<file path="src/design/ows_pkg.sv">
// Package for the 1-Wire ROM search engine: action codes, item, result and
// search state types, and search constants. No dependencies.
package ows_pkg;

  localparam int unsigned ROM_W = 64;

  typedef enum logic [2:0] {
    ACT_RESTART = 3'd0,
    ACT_FAMILY  = 3'd1,
    ACT_SKIP    = 3'd2,
    ACT_BEGIN   = 3'd3,
    ACT_BIT     = 3'd4
  } act_t;

  localparam logic [7:0] CRC_POLY     = 8'h8C;
  localparam logic [6:0] ROM_BITS     = 7'd64;
  localparam logic [6:0] FAMILY_LIMIT = 7'd9;

  typedef struct packed {
    logic [2:0] action;
    logic [7:0] family_code;
    logic       presence;
    logic       id_bit;
    logic       complement_bit;
  } item_t;

  typedef struct packed {
    logic             send_command;
    logic             write_valid;
    logic             write_bit;
    logic             pass_done;
    logic             found;
    logic [ROM_W-1:0] rom_id;
    logic             last_device;
  } result_t;

  typedef struct packed {
    logic [ROM_W-1:0] rom;
    logic [6:0]       last_disc;
    logic [3:0]       last_fam_disc;
    logic             last_dev;
    logic [6:0]       bit_pos;
    logic [6:0]       last_zero;
    logic [7:0]       crc;
    logic             active;
  } state_t;

  // one bit-serial step of the reflected Dallas CRC-8
  function automatic logic [7:0] crc8_step(input logic [7:0] crc, input logic din);
    logic fb;
    fb = crc[0] ^ din;
    return {1'b0, crc[7:1]} ^ (fb ? CRC_POLY : 8'h00);
  endfunction

endpackage

</file>
<file path="src/design/ows_if.sv">
// Channel interfaces for the 1-Wire ROM search engine: input word and
// result word, each with valid/ready. No dependencies.
interface ows_in_if;
  logic       valid;
  logic       ready;
  logic [2:0] action;
  logic [7:0] family_code;
  logic       presence;
  logic       id_bit;
  logic       complement_bit;

  modport source (output valid, action, family_code, presence, id_bit, complement_bit,
                  input ready);
  modport sink   (input valid, action, family_code, presence, id_bit, complement_bit,
                  output ready);
endinterface

interface ows_out_if;
  logic        valid;
  logic        ready;
  logic        send_command;
  logic        write_valid;
  logic        write_bit;
  logic        pass_done;
  logic        found;
  logic [63:0] rom_id;
  logic        last_device;

  modport source (output valid, send_command, write_valid, write_bit, pass_done, found,
                  rom_id, last_device, input ready);
  modport sink   (input valid, send_command, write_valid, write_bit, pass_done, found,
                  rom_id, last_device, output ready);
endinterface

</file>
<file path="src/design/ows_step.sv">
// Search step logic: next search state and result word for one input word.
// Purely combinational. Depends on ows_pkg.
module ows_step (
  input  ows_pkg::item_t   item,
  input  ows_pkg::state_t  st,
  output ows_pkg::state_t  st_nxt,
  output ows_pkg::result_t res
);
  import ows_pkg::*;

  logic [5:0]       idx;
  logic             dir;
  logic [ROM_W-1:0] rom_upd;
  logic [7:0]       crc_upd;
  logic             ok;

  assign idx = st.bit_pos[5:0] - 6'd1;

  // direction choice for a bit pair: the id bit when the pair differs, else from the last discrepancy
  always_comb begin
    if (item.id_bit != item.complement_bit) begin
      dir = item.id_bit;
    end else if (st.bit_pos < st.last_disc) begin
      dir = st.rom[idx];
    end else begin
      dir = (st.bit_pos == st.last_disc);
    end
  end

  always_comb begin
    rom_upd      = st.rom;
    rom_upd[idx] = dir;
  end

  assign crc_upd = crc8_step(st.crc, dir);
  assign ok      = (crc_upd == 8'h00) && (rom_upd[7:0] != 8'h00);

  always_comb begin
    st_nxt = st;
    res    = '0;
    case (item.action)
      ACT_RESTART: begin
        st_nxt.active        = 1'b0;
        st_nxt.bit_pos       = 7'd1;
        st_nxt.last_zero     = 7'd0;
        st_nxt.crc           = 8'h00;
        st_nxt.last_disc     = 7'd0;
        st_nxt.last_fam_disc = 4'd0;
        st_nxt.last_dev      = 1'b0;
      end
      ACT_FAMILY: begin
        st_nxt.active        = 1'b0;
        st_nxt.bit_pos       = 7'd1;
        st_nxt.last_zero     = 7'd0;
        st_nxt.crc           = 8'h00;
        st_nxt.rom           = {{(ROM_W-8){1'b0}}, item.family_code};
        st_nxt.last_disc     = ROM_BITS;
        st_nxt.last_fam_disc = 4'd0;
        st_nxt.last_dev      = 1'b0;
      end
      ACT_SKIP: begin
        st_nxt.active        = 1'b0;
        st_nxt.bit_pos       = 7'd1;
        st_nxt.last_zero     = 7'd0;
        st_nxt.crc           = 8'h00;
        st_nxt.last_disc     = {3'd0, st.last_fam_disc};
        st_nxt.last_fam_disc = 4'd0;
        if (st.last_fam_disc == 4'd0) begin
          st_nxt.last_dev = 1'b1;
        end
      end
      ACT_BEGIN: begin
        st_nxt.bit_pos   = 7'd1;
        st_nxt.last_zero = 7'd0;
        st_nxt.crc       = 8'h00;
        if (st.last_dev || !item.presence) begin
          st_nxt.active        = 1'b0;
          st_nxt.last_disc     = 7'd0;
          st_nxt.last_fam_disc = 4'd0;
          st_nxt.last_dev      = 1'b0;
          res.pass_done        = 1'b1;
        end else begin
          st_nxt.active    = 1'b1;
          res.send_command = 1'b1;
        end
      end
      ACT_BIT: begin
        if (st.active) begin
          if (item.id_bit && item.complement_bit) begin
            // nobody answered the slot
            st_nxt.active        = 1'b0;
            st_nxt.bit_pos       = 7'd1;
            st_nxt.last_zero     = 7'd0;
            st_nxt.crc           = 8'h00;
            st_nxt.last_disc     = 7'd0;
            st_nxt.last_fam_disc = 4'd0;
            st_nxt.last_dev      = 1'b0;
            res.pass_done        = 1'b1;
          end else begin
            st_nxt.rom      = rom_upd;
            st_nxt.crc      = crc_upd;
            res.write_valid = 1'b1;
            res.write_bit   = dir;
            if ((item.id_bit == item.complement_bit) && !dir) begin
              st_nxt.last_zero = st.bit_pos;
              if (st.bit_pos < FAMILY_LIMIT) begin
                st_nxt.last_fam_disc = st.bit_pos[3:0];
              end
            end
            if (st.bit_pos >= ROM_BITS) begin
              if (ok) begin
                st_nxt.last_disc = st_nxt.last_zero;
                if (st_nxt.last_zero == 7'd0) begin
                  st_nxt.last_dev = 1'b1;
                end
                res.found  = 1'b1;
                res.rom_id = rom_upd;
              end else begin
                st_nxt.last_disc     = 7'd0;
                st_nxt.last_fam_disc = 4'd0;
                st_nxt.last_dev      = 1'b0;
              end
              res.pass_done    = 1'b1;
              st_nxt.active    = 1'b0;
              st_nxt.bit_pos   = 7'd1;
              st_nxt.last_zero = 7'd0;
              st_nxt.crc       = 8'h00;
            end else begin
              st_nxt.bit_pos = st.bit_pos + 7'd1;
            end
          end
        end
      end
      default: begin
        st_nxt = st;
      end
    endcase
    res.last_device = st_nxt.last_dev;
  end

endmodule

</file>
<file path="src/design/ows_out_stage.sv">
// Result register of the search engine: holds one result word until the
// sink takes it. Depends on ows_pkg and ows_out_if.
module ows_out_stage (
  input  logic             clk,
  input  logic             rst_n,
  input  logic             load_valid,
  input  ows_pkg::result_t load_data,
  output logic             space,
  ows_out_if.source        out_ch
);
  import ows_pkg::*;

  logic    v_r;
  result_t d_r;

  // register is free when empty or being drained this cycle
  assign space = !v_r || out_ch.ready;

  always_ff @(posedge clk) begin
    if (!rst_n) begin
      v_r <= 1'b0;
    end else if (space) begin
      v_r <= load_valid;
    end
  end

  always_ff @(posedge clk) begin
    if (space && load_valid) begin
      d_r <= load_data;
    end
  end

  assign out_ch.valid        = v_r;
  assign out_ch.send_command = d_r.send_command;
  assign out_ch.write_valid  = d_r.write_valid;
  assign out_ch.write_bit    = d_r.write_bit;
  assign out_ch.pass_done    = d_r.pass_done;
  assign out_ch.found        = d_r.found;
  assign out_ch.rom_id       = d_r.rom_id;
  assign out_ch.last_device  = d_r.last_device;

endmodule

</file>
<file path="src/design/one_wire_rom_search_engine.sv">
// Top level of the 1-Wire ROM search engine: input register, search state,
// step logic and result register. Depends on ows_pkg, ows_if, ows_step, ows_out_stage.
//
//   channel  dir  handshake       word
//   in_ch    in   valid/ready     action, family_code, presence, id_bit, complement_bit
//   out_ch   out  valid/ready     send_command, write_valid, write_bit, pass_done,
//                                 found, rom_id, last_device
//
// A word sits in the input register, then the step logic updates the search
// state and loads the result register.
// Throughput is one word per cycle while the sink takes results; the combinational step logic sets it.
// Synchronous active-low reset: empty pipeline, cleared counters, bit position 1.
// A stalled result register holds the input register, and in_ch.ready drops
// only when both stages are full and the sink does not take the result.
module one_wire_rom_search_engine (
  input  logic      clk,
  input  logic      rst_n,
  ows_in_if.sink    in_ch,
  ows_out_if.source out_ch
);
  import ows_pkg::*;

  logic    s_v_r;
  item_t   item_r;
  state_t  st_r;
  state_t  st_nxt;
  result_t res;
  logic    space;
  logic    adv;
  logic    in_acc;

  // word moves from the input register into the result register
  assign adv         = s_v_r && space;
  assign in_ch.ready = !s_v_r || space;
  assign in_acc      = in_ch.valid && in_ch.ready;

  always_ff @(posedge clk) begin
    if (!rst_n) begin
      s_v_r <= 1'b0;
    end else if (in_acc) begin
      s_v_r <= 1'b1;
    end else if (adv) begin
      s_v_r <= 1'b0;
    end
  end

  always_ff @(posedge clk) begin
    if (in_acc) begin
      item_r <= '{action:         in_ch.action,
                  family_code:    in_ch.family_code,
                  presence:       in_ch.presence,
                  id_bit:         in_ch.id_bit,
                  complement_bit: in_ch.complement_bit};
    end
  end

  // search state, committed when the word leaves the input register
  always_ff @(posedge clk) begin
    if (!rst_n) begin
      st_r <= '{rom:           '0,
                last_disc:     7'd0,
                last_fam_disc: 4'd0,
                last_dev:      1'b0,
                bit_pos:       7'd1,
                last_zero:     7'd0,
                crc:           8'h00,
                active:        1'b0};
    end else if (adv) begin
      st_r <= st_nxt;
    end
  end

  ows_step u_step (
    .item   (item_r),
    .st     (st_r),
    .st_nxt (st_nxt),
    .res    (res)
  );

  ows_out_stage u_out (
    .clk        (clk),
    .rst_n      (rst_n),
    .load_valid (s_v_r),
    .load_data  (res),
    .space      (space),
    .out_ch     (out_ch)
  );

  // bit position stays in 1..64
  a_bit_pos_range: assert property (@(posedge clk) disable iff (!rst_n)
    (st_r.bit_pos != 7'd0) && (st_r.bit_pos <= ROM_BITS))
    else $error("bit position out of range");

  // idle search sits at the first bit with a clean CRC
  a_idle_clean: assert property (@(posedge clk) disable iff (!rst_n)
    !st_r.active |-> (st_r.bit_pos == 7'd1) && (st_r.crc == 8'h00))
    else $error("idle search state not cleared");

  // a found device always ends a pass
  a_found_done: assert property (@(posedge clk) disable iff (!rst_n)
    out_ch.valid && out_ch.found |-> out_ch.pass_done && out_ch.write_valid)
    else $error("found without pass end");

  // a stalled input register keeps its word and the search state
  a_stall_hold: assert property (@(posedge clk) disable iff (!rst_n)
    s_v_r && !space |=> s_v_r && $stable(item_r) && $stable(st_r))
    else $error("stalled word or state changed");

  // search state moves only with a word
  a_state_move: assert property (@(posedge clk) disable iff (!rst_n)
    !adv |=> $stable(st_r))
    else $error("search state changed without a word");

endmodule
</file>
<file path="src/flat_wrapper.sv">
// flat-port wrapper written by rule: the top's interface ports become plain ports
module one_wire_rom_search_engine_flat import ows_pkg::*;
  (clk, rst_n, in_ch_valid, in_ch_action, in_ch_family_code, in_ch_presence, in_ch_id_bit, in_ch_complement_bit, in_ch_ready, out_ch_valid, out_ch_send_command, out_ch_write_valid, out_ch_write_bit, out_ch_pass_done, out_ch_found, out_ch_rom_id, out_ch_last_device, out_ch_ready);
  ows_in_if in_ch_i ();
  ows_out_if out_ch_i ();
  input  logic clk;
  input  logic rst_n;
  input wire logic [$bits(in_ch_i.valid)-1:0] in_ch_valid;
  input wire logic [$bits(in_ch_i.action)-1:0] in_ch_action;
  input wire logic [$bits(in_ch_i.family_code)-1:0] in_ch_family_code;
  input wire logic [$bits(in_ch_i.presence)-1:0] in_ch_presence;
  input wire logic [$bits(in_ch_i.id_bit)-1:0] in_ch_id_bit;
  input wire logic [$bits(in_ch_i.complement_bit)-1:0] in_ch_complement_bit;
  output wire logic [$bits(in_ch_i.ready)-1:0] in_ch_ready;
  output wire logic [$bits(out_ch_i.valid)-1:0] out_ch_valid;
  output wire logic [$bits(out_ch_i.send_command)-1:0] out_ch_send_command;
  output wire logic [$bits(out_ch_i.write_valid)-1:0] out_ch_write_valid;
  output wire logic [$bits(out_ch_i.write_bit)-1:0] out_ch_write_bit;
  output wire logic [$bits(out_ch_i.pass_done)-1:0] out_ch_pass_done;
  output wire logic [$bits(out_ch_i.found)-1:0] out_ch_found;
  output wire logic [$bits(out_ch_i.rom_id)-1:0] out_ch_rom_id;
  output wire logic [$bits(out_ch_i.last_device)-1:0] out_ch_last_device;
  input wire logic [$bits(out_ch_i.ready)-1:0] out_ch_ready;
  assign in_ch_i.valid = in_ch_valid;
  assign in_ch_i.action = in_ch_action;
  assign in_ch_i.family_code = in_ch_family_code;
  assign in_ch_i.presence = in_ch_presence;
  assign in_ch_i.id_bit = in_ch_id_bit;
  assign in_ch_i.complement_bit = in_ch_complement_bit;
  assign in_ch_ready = in_ch_i.ready;
  assign out_ch_valid = out_ch_i.valid;
  assign out_ch_send_command = out_ch_i.send_command;
  assign out_ch_write_valid = out_ch_i.write_valid;
  assign out_ch_write_bit = out_ch_i.write_bit;
  assign out_ch_pass_done = out_ch_i.pass_done;
  assign out_ch_found = out_ch_i.found;
  assign out_ch_rom_id = out_ch_i.rom_id;
  assign out_ch_last_device = out_ch_i.last_device;
  assign out_ch_i.ready = out_ch_ready;
  one_wire_rom_search_engine u_core (.clk(clk), .rst_n(rst_n), .in_ch(in_ch_i), .out_ch(out_ch_i));
endmodule
</file>
<file path="config.mk">
export PLATFORM = sky130hd
export DESIGN_NAME = one_wire_rom_search_engine_flat
export DESIGN_NICKNAME = d
export VERILOG_FILES = /design/src/design/ows_pkg.sv /design/src/design/ows_if.sv /design/src/design/ows_step.sv /design/src/design/ows_out_stage.sv /design/src/design/one_wire_rom_search_engine.sv /design/src/flat_wrapper.sv
export SDC_FILE = /design/constraint.sdc
export NUM_CORES = 1
export LEC_CHECK = 0
export BUFFER_PORTS_ARGS = -buffer_cell sky130_fd_sc_hd__buf_4
export CORE_MARGIN = 5
export CORE_UTILIZATION = 45
export DETAILED_ROUTE_END_ITERATION = 8
export MAX_ROUTING_LAYER = met4
export PLACE_DENSITY = 0.72
export SYNTH_ARGS = -nofsm -noshare
export SYNTH_HDL_FRONTEND = slang
export SYNTH_SLANG_ARGS = --single-unit
</file>
<file path="constraint.sdc">
create_clock -name clk -period 4.11 [get_ports clk]
set_input_delay 0.2055 -clock clk [delete_from_list [all_inputs] [get_ports clk]]
set_output_delay 0.2055 -clock clk [all_outputs]
set_load 0.01 [all_outputs]
</file>
# After elaboration in Yosys (flattened, before gate mapping)
# Index checks and enable logic that the tools add are counted.
[word_totals]
out_inout_bits = 72
wordCells = 115
in_bits = 18
ff_bits = 185
[op_classes]
bitwise_logic = 6
eq_ne = 11
reduce_logical = 30
muxes = 39
n_addsub = 2
n_lt_le_gt_ge = 5
[op_table]
columns = ["operator", "n"]
rows = [
  ["one-hot mux 35 bit (5 select lines)", 1],
  ["2-to-1 mux 66 bit", 2],
  ["2-to-1 mux 65 bit", 2],
  ["one-hot mux 64 bit (2 select lines)", 1],
  ["2-to-1 mux 99 bit", 1],
  ["bitwise mux 64 bit", 1],
  ["2-to-1 mux 64 bit", 1],
  ["2-to-1 mux 7 bit", 6],
  ["2-to-1 mux 35 bit", 1],
  ["2-to-1 mux 12 bit", 2],
  ["2-to-1 mux 16 bit", 1],
  ["2-to-1 mux 1 bit", 12],
  ["2-to-1 mux 4 bit", 3],
  ["zero test 8 bit", 1],
  ["2-to-1 mux 8 bit", 1],
  ["AND reduction 4 bit", 2],
  ["nonzero test 8 bit", 1],
  ["XOR 7 x 8 -> 8 bit", 1],
  ["adder 7 x 1 -> 7 bit (second input constant)", 1],
  ["equality test 7 bit", 1],
  ["greater-or-equal comparator 7 bit (second input constant)", 1],
  ["zero test 7 bit", 1],
  ["less-than comparator 6 x 7 -> 1 bit (second input constant)", 1],
  ["less-than comparator 7 x 4 -> 1 bit (second input constant)", 1],
  ["other kinds (30)", 47],
]

# Longest topological paths before layout
[depth]
depth_word = 18
mapped_depth = 17
depth_no_buf = 11

# Modules after synthesis
# From an unflattened synthesis, not the netlist that was laid out.
[unflattened]
hier_cells = 1353
hier_area_um2 = 11400.9
[modules_own_cells]
columns = ["module", "n_inst", "seq_area_each_um2", "area_per_inst_um2", "cells_each"]
rows = [
  ["ows_step", 1, 0.0, 4977.3, 807],
  ["one_wire_rom_search_engine", 1, 2422.3, 4264.1, 471],
  ["ows_out_stage", 1, 2122.0, 2159.6, 75],
]

# Worst setup path after synthesis
# OpenSTA, ideal clock, no wires.
[synth_path]
path_type = "register to register"
start = "reg u_core.u_out.v_r (netlist: u_core.u_out.out_ch.valid)"
end = "reg u_core.st_r[34] (netlist name)"
path_stages_with_launch = 11
synth_period_minus_slack_ns = 4.402
path_buffers = 3
setup_ns = 0.092
t_required_ns = 4.018
setup_slack_ns = -0.292
t_arrival_ns = 4.310
cell_sequence = "dfxtp_1 > nor2b_1 > nor2b_1 > clkbuf_1 > nand2_1 > or3_1 > a21o_1 > buf_1 > or2_2 > clkbuf_1 > o32ai_1"
[synth_via]
elab_chain_len = 4
[synth_rtl]
columns = ["item", "line_no", "rtl"]
rows = [
  ["from (decl)", "ows_out_stage.sv:13", "logic v_r;"],
  ["from (signal assigned)", "ows_out_stage.sv:23", "v_r <= load_valid;"],
  ["zero test 1 bit", "ows_out_stage.sv:17", "assign space = !v_r || out_ch.ready;"],
  ["logical OR 1 bit", "ows_out_stage.sv:17", ""],
  ["logical AND 1 bit", "one_wire_rom_search_engine.sv:33", "assign adv = s_v_r && space;"],
  ["named net u_core.adv", "one_wire_rom_search_engine.sv:29", "logic adv;"],
  ["AND reduction 5 bit (no source line)", "--", ""],
  ["to (signal assigned)", "one_wire_rom_search_engine.sv:60", "st_r <= '{rom: '0,"],
  ["to (signal assigned)", "one_wire_rom_search_engine.sv:69", "st_r <= st_nxt;"],
  ["to (decl)", "one_wire_rom_search_engine.sv:25", "state_t st_r;"],
]
# The timed path passes the listed nets, and every way through them passes these cells.
# A chain may end at the register's enable or synchronous reset.

# Worst setup path after layout
[layout_path]
start = "reg u_core.st_r[17] (netlist name)"
end = "reg u_core.u_out.d_r (netlist bit u_core.u_out.out_ch.rom_id[43]) (data pin)"
[layout_via]
elab_chain_len = 12
elab_cells_between_ends = 23
cone_classes = "add/sub (1); order compare (4); eq/ne (1); mux (8); bitwise (4); reduce/logical (5)"
[layout_rtl]
columns = ["item", "line_no", "rtl"]
rows = [
  ["subtractor 6 x 1 -> 6 bit", "ows_step.sv:17", "assign idx = st.bit_pos[5:0] - 6'd1;"],
  ["binary-select mux 1 bit (select 6 bit)", "ows_step.sv:24", "dir = st.rom[idx];"],
  ["2-to-1 mux 1 bit (implied by the code)", "ows_step.sv:24", ""],
  ["2-to-1 mux 1 bit", "ows_step.sv:23", "end else if (st.bit_pos < st.last_disc) begin"],
  ["2-to-1 mux 1 bit", "ows_step.sv:21", "if (item.id_bit != item.complement_bit) begin"],
  ["XOR 1 bit", "ows_pkg.sv:51", "fb = crc[0] ^ din;"],
  ["2-to-1 mux 8 bit", "ows_pkg.sv:52", "return {1'b0, crc[7:1]} ^ (fb ? CRC_POLY : 8'h00);"],
  ["XOR 7 x 8 -> 8 bit", "ows_pkg.sv:52", ""],
  ["zero test 8 bit", "ows_step.sv:36", "assign ok = (crc_upd == 8'h00) && (rom_upd[7:0] != 8'h00);"],
  ["logical AND 1 bit", "ows_step.sv:36", ""],
  ["NOT 1 bit (no source line)", "--", ""],
  ["OR reduction 5 bit (no source line)", "--", ""],
  ["to (signal assigned)", "ows_out_stage.sv:29", "d_r <= load_data;"],
  ["to (decl)", "ows_out_stage.sv:14", "result_t d_r;"],
]
# Several ways; a longest one is shown, not always the timed one. The select of a mux whose other input is x is not followed.

==> out/results.ini <==
[place]
hpwlAfterDp_mm = 17.52
io_buffers = 89
globalplace.congestion = 0.8938
place_area_um2 = 10650

[routing]
ant_nets = 0
drt_first_pass_iters = 6
dr.first_iter.drc_count = 874
vias = 8804
route.detailed.drc = 0
viasPerCell = 6.072
wire_per_inst_um = 18.73
wl_mm = 27.16

[hold_path]
hold_path_startpoint = out_ch_ready
holdPathEnd = u_core.u_out.out_ch.valid
worst_hold_path_type = input port to register
whs_path_depth = 4

[yosys]
yosysTopAreaCellShare_pct = 25.97
synth_fp_nets = 1133
synth_common_cells = a21oi_1 (142), nand2_1 (112), nor2_1 (107)
netlist_area_um2 = 9714
synth.distinct_cells = 69
yosysSeqAreaShare_pct = 46.78
synthArstFlopShare_pct = 0
synth_top_area_cell = edfxtp_1
ys.flop_type = dfxtp_1
ys_warn_count = 0
syn_area_per_cell_um2 = 8.791
synth-seq-cells = 185
syn_inst = 1105
synth_edf_count = 84
synth_area_leaders = edfxtp_1 (26%), dfxtp_1 (21%), a21oi_1 (7.3%)
yosysMostFrequentCell = a21oi_1

[sta]
timing.final.crit_period_ns = 3.816
worst_pin_slew_ns = 1.014
setup_viol = 0
slew_headroom_pct = 32.16
rsz0062_at_grt = no
skew_ns = 0.008871
setup_tns_ns = 0
period_share_pct = 92.86
fmax_mhz = 262.0
hold_viol = 0
drv_slew = 0

[pwr]
power.internal_w = 0.003131
pwr-share-comb_pct = 8.8
swShare_pct = 23.81
pwr_density_cell_nw_per_um2 = 360.0
switching_power_w = 0.0009785
p_clk_share_pct = 42.8
cellLeakagePower_nw = 3.887
p_seq_share_pct = 48.4
max-vdd-ir-drop_v = 0.0003018

[layout]
drive_gt1_share_pct = 16.77
nets = 1191
stdcell_area_um2 = 11420
syn_to_final_growth_pct = 17.53
num_antenna_cells = 0

[clock_tree]
cts_tree = done
cts_buffers = 17
cts_max_path_buffers = 2
cts_sinks = 185
cts_max_level = 4
path_clk_slew_ns = 0.07
cts.root.buffer_cell = clkbuf_16
insertion_delay_ns = 0.44
postCtsSetupRepairBufs = 0

[global_routing]
antenna_found_initial = 0
grt_pass1_wl_mm = 43.52
grt_pass1_vias = 8299
gr-total-overflow = 0
grt_start_max_net_pins = 57
grt_util_all_layers_pct = 22.50

[critical_path]
start_kind = register
crit_arrival_ns = 3.99
endpoint_kind = register
path_class = register to register
reg2reg_depth = 12
r2r_start = u_core.st_r[17]
r2r_setup_slack_ns = 0.29
rr_endpoint = u_core.u_out.out_ch.rom_id[43]
critPathMaxFanout = 37
required_ns = 4.28

[job]
max_cap_viol_count = 0

[floorplanning]
die_area_um2 = 24630
die_w_um = 156.9
ios = 90
core-area_um2 = 21150
die_h_um = 156.9
start_util_pct = 45.92
row_count = 53

[status]
outcome = completed

==> flip-flops by register name, indices dropped and copies added, names as in the netlist <==
register / flops
u_core.u_out.out_ch.write_valid: 1
u_core.st_r: 99
u_core.u_out.out_ch.pass_done: 1
u_core.u_out.out_ch.write_bit: 1
u_core.u_out.out_ch.last_device: 1
u_core.u_out.out_ch.valid: 1
u_core.item_r: 14
u_core.u_out.out_ch.rom_id: 64
u_core.u_out.out_ch.found: 1
u_core.s_v_r: 1
u_core.u_out.out_ch.send_command: 1
==> through the flow <==
stage	utilization, %	power (W)	std cells	hold WS (ns)	setup WS [ns]
2_1_floorplan	-	0.002234	1105	0.3044	0.5214
3_3_place_gp	50.32	0.002370	1404	0.3852	0.2299
3_5_place_dp	50.32	0.002375	1404	0.3850	0.1898
4_1_cts	53.95	0.004114	1450	0.1049	0.1724
5_1_grt	53.97	0.004219	1450	0.1482	0.04662
6_report	53.97	0.004110	1450	0.1095	0.2936
==> power by group through the flow <==
stage / Sequential (W) / Clock, W / Combinational (W)
detailed placement: 0.00203 / 0 / 0.000346
finish: 0.00199 / 0.00176 / 0.000362
CTS: 0.00199 / 0.00177 / 0.000358
global route: 0.00199 / 0.00184 / 0.000387
global placement: 0.00203 / 0 / 0.000341
floorplan: 0.00204 / 0 / 0.000190
==> placed cells by master, fill, tap and decap left out, types with 7 or more instances in the layout <==
cell type and count:
and2_1 10, nor3_1 11, mux2_2 12, o21ai_0 82, a22o_1 10, clkbuf_16 17, nand2b_1 8, edfxtp_1 84
mux2i_1 49, a32o_1 8, nor2_1 103, a2bb2oi_1 8, a21oi_1 142, buf_4 128, nand3_1 94, dfxtp_1 101
inv_1 16, nor4_1 7, nand2_1 112, ha_1 9, dlygate4sd3_1 15, a221oi_1 7, a22oi_1 18
==> logic make-up (layout without fill, tap and decap cells) <==
group	after synthesis	in the layout	share of synthesized area [%]
AND/OR/NAND/NOR	389	389	18.51
multiplexers	63	63	6.788
XOR/XNOR	7	7	0.7859
AO/OA/AOI/OAI	329	329	20.61
flip-flops	185	185	46.78
adder cells (fa/ha/maj)	10	10	1.288
buffers and inverters	122	192	5.242
==> how the worst max path moves through the flow <==
stage | start | end
floorplan | u_core.st_r[16] | u_core.u_out.out_ch.rom_id[50]
global placement | u_core.st_r[16] | u_core.st_r[27]
detailed placement | u_core.st_r[16] | u_core.st_r[27]
CTS | u_core.st_r[17] | u_core.st_r[27]
global route | u_core.st_r[17] | u_core.u_out.out_ch.rom_id[43]
finish | u_core.st_r[17] | u_core.u_out.out_ch.rom_id[43]
==> layer usage <==
layer | wire [µm] | track usage (%)
met5 | 0 | -
met3 | 2004 | 3.932
met1 | 11690 | 29.53
met2 | 12930 | 35.96
met4 | 537 | 6.570
==> critical path, stage by stage (launching register included) <==
cell and delay, ns:
dfxtp_1 0.33, inv_1 0.06, ha_2 0.49, mux2_2 0.37
a221oi_1 0.25, o22ai_1 0.18, a2111oi_1 0.51, and4_1 0.38
a2111oi_2 0.10, o21bai_2 0.26, nand3_4 0.11, buf_4 0.35
nor2_1 0.12
==> cell type report <==
type                    count  area, µm²
multi-input cells         798       4716
well taps                 275      344.1
fillers                  1887       9737
inverters                  17      63.81
flip-flops and latches    185       4544
clock buffers              20      446.7
clock inverters            11      171.4
repair buffers            144       1131
==> what timing repair did <==
item                       4_1_cts  5_1_grt
hold buffers                    15        0
setup endpoints to repair        0       83
resized for setup                0        3
hold endpoints to repair        15        0
(Power assumes the default switching activity.)
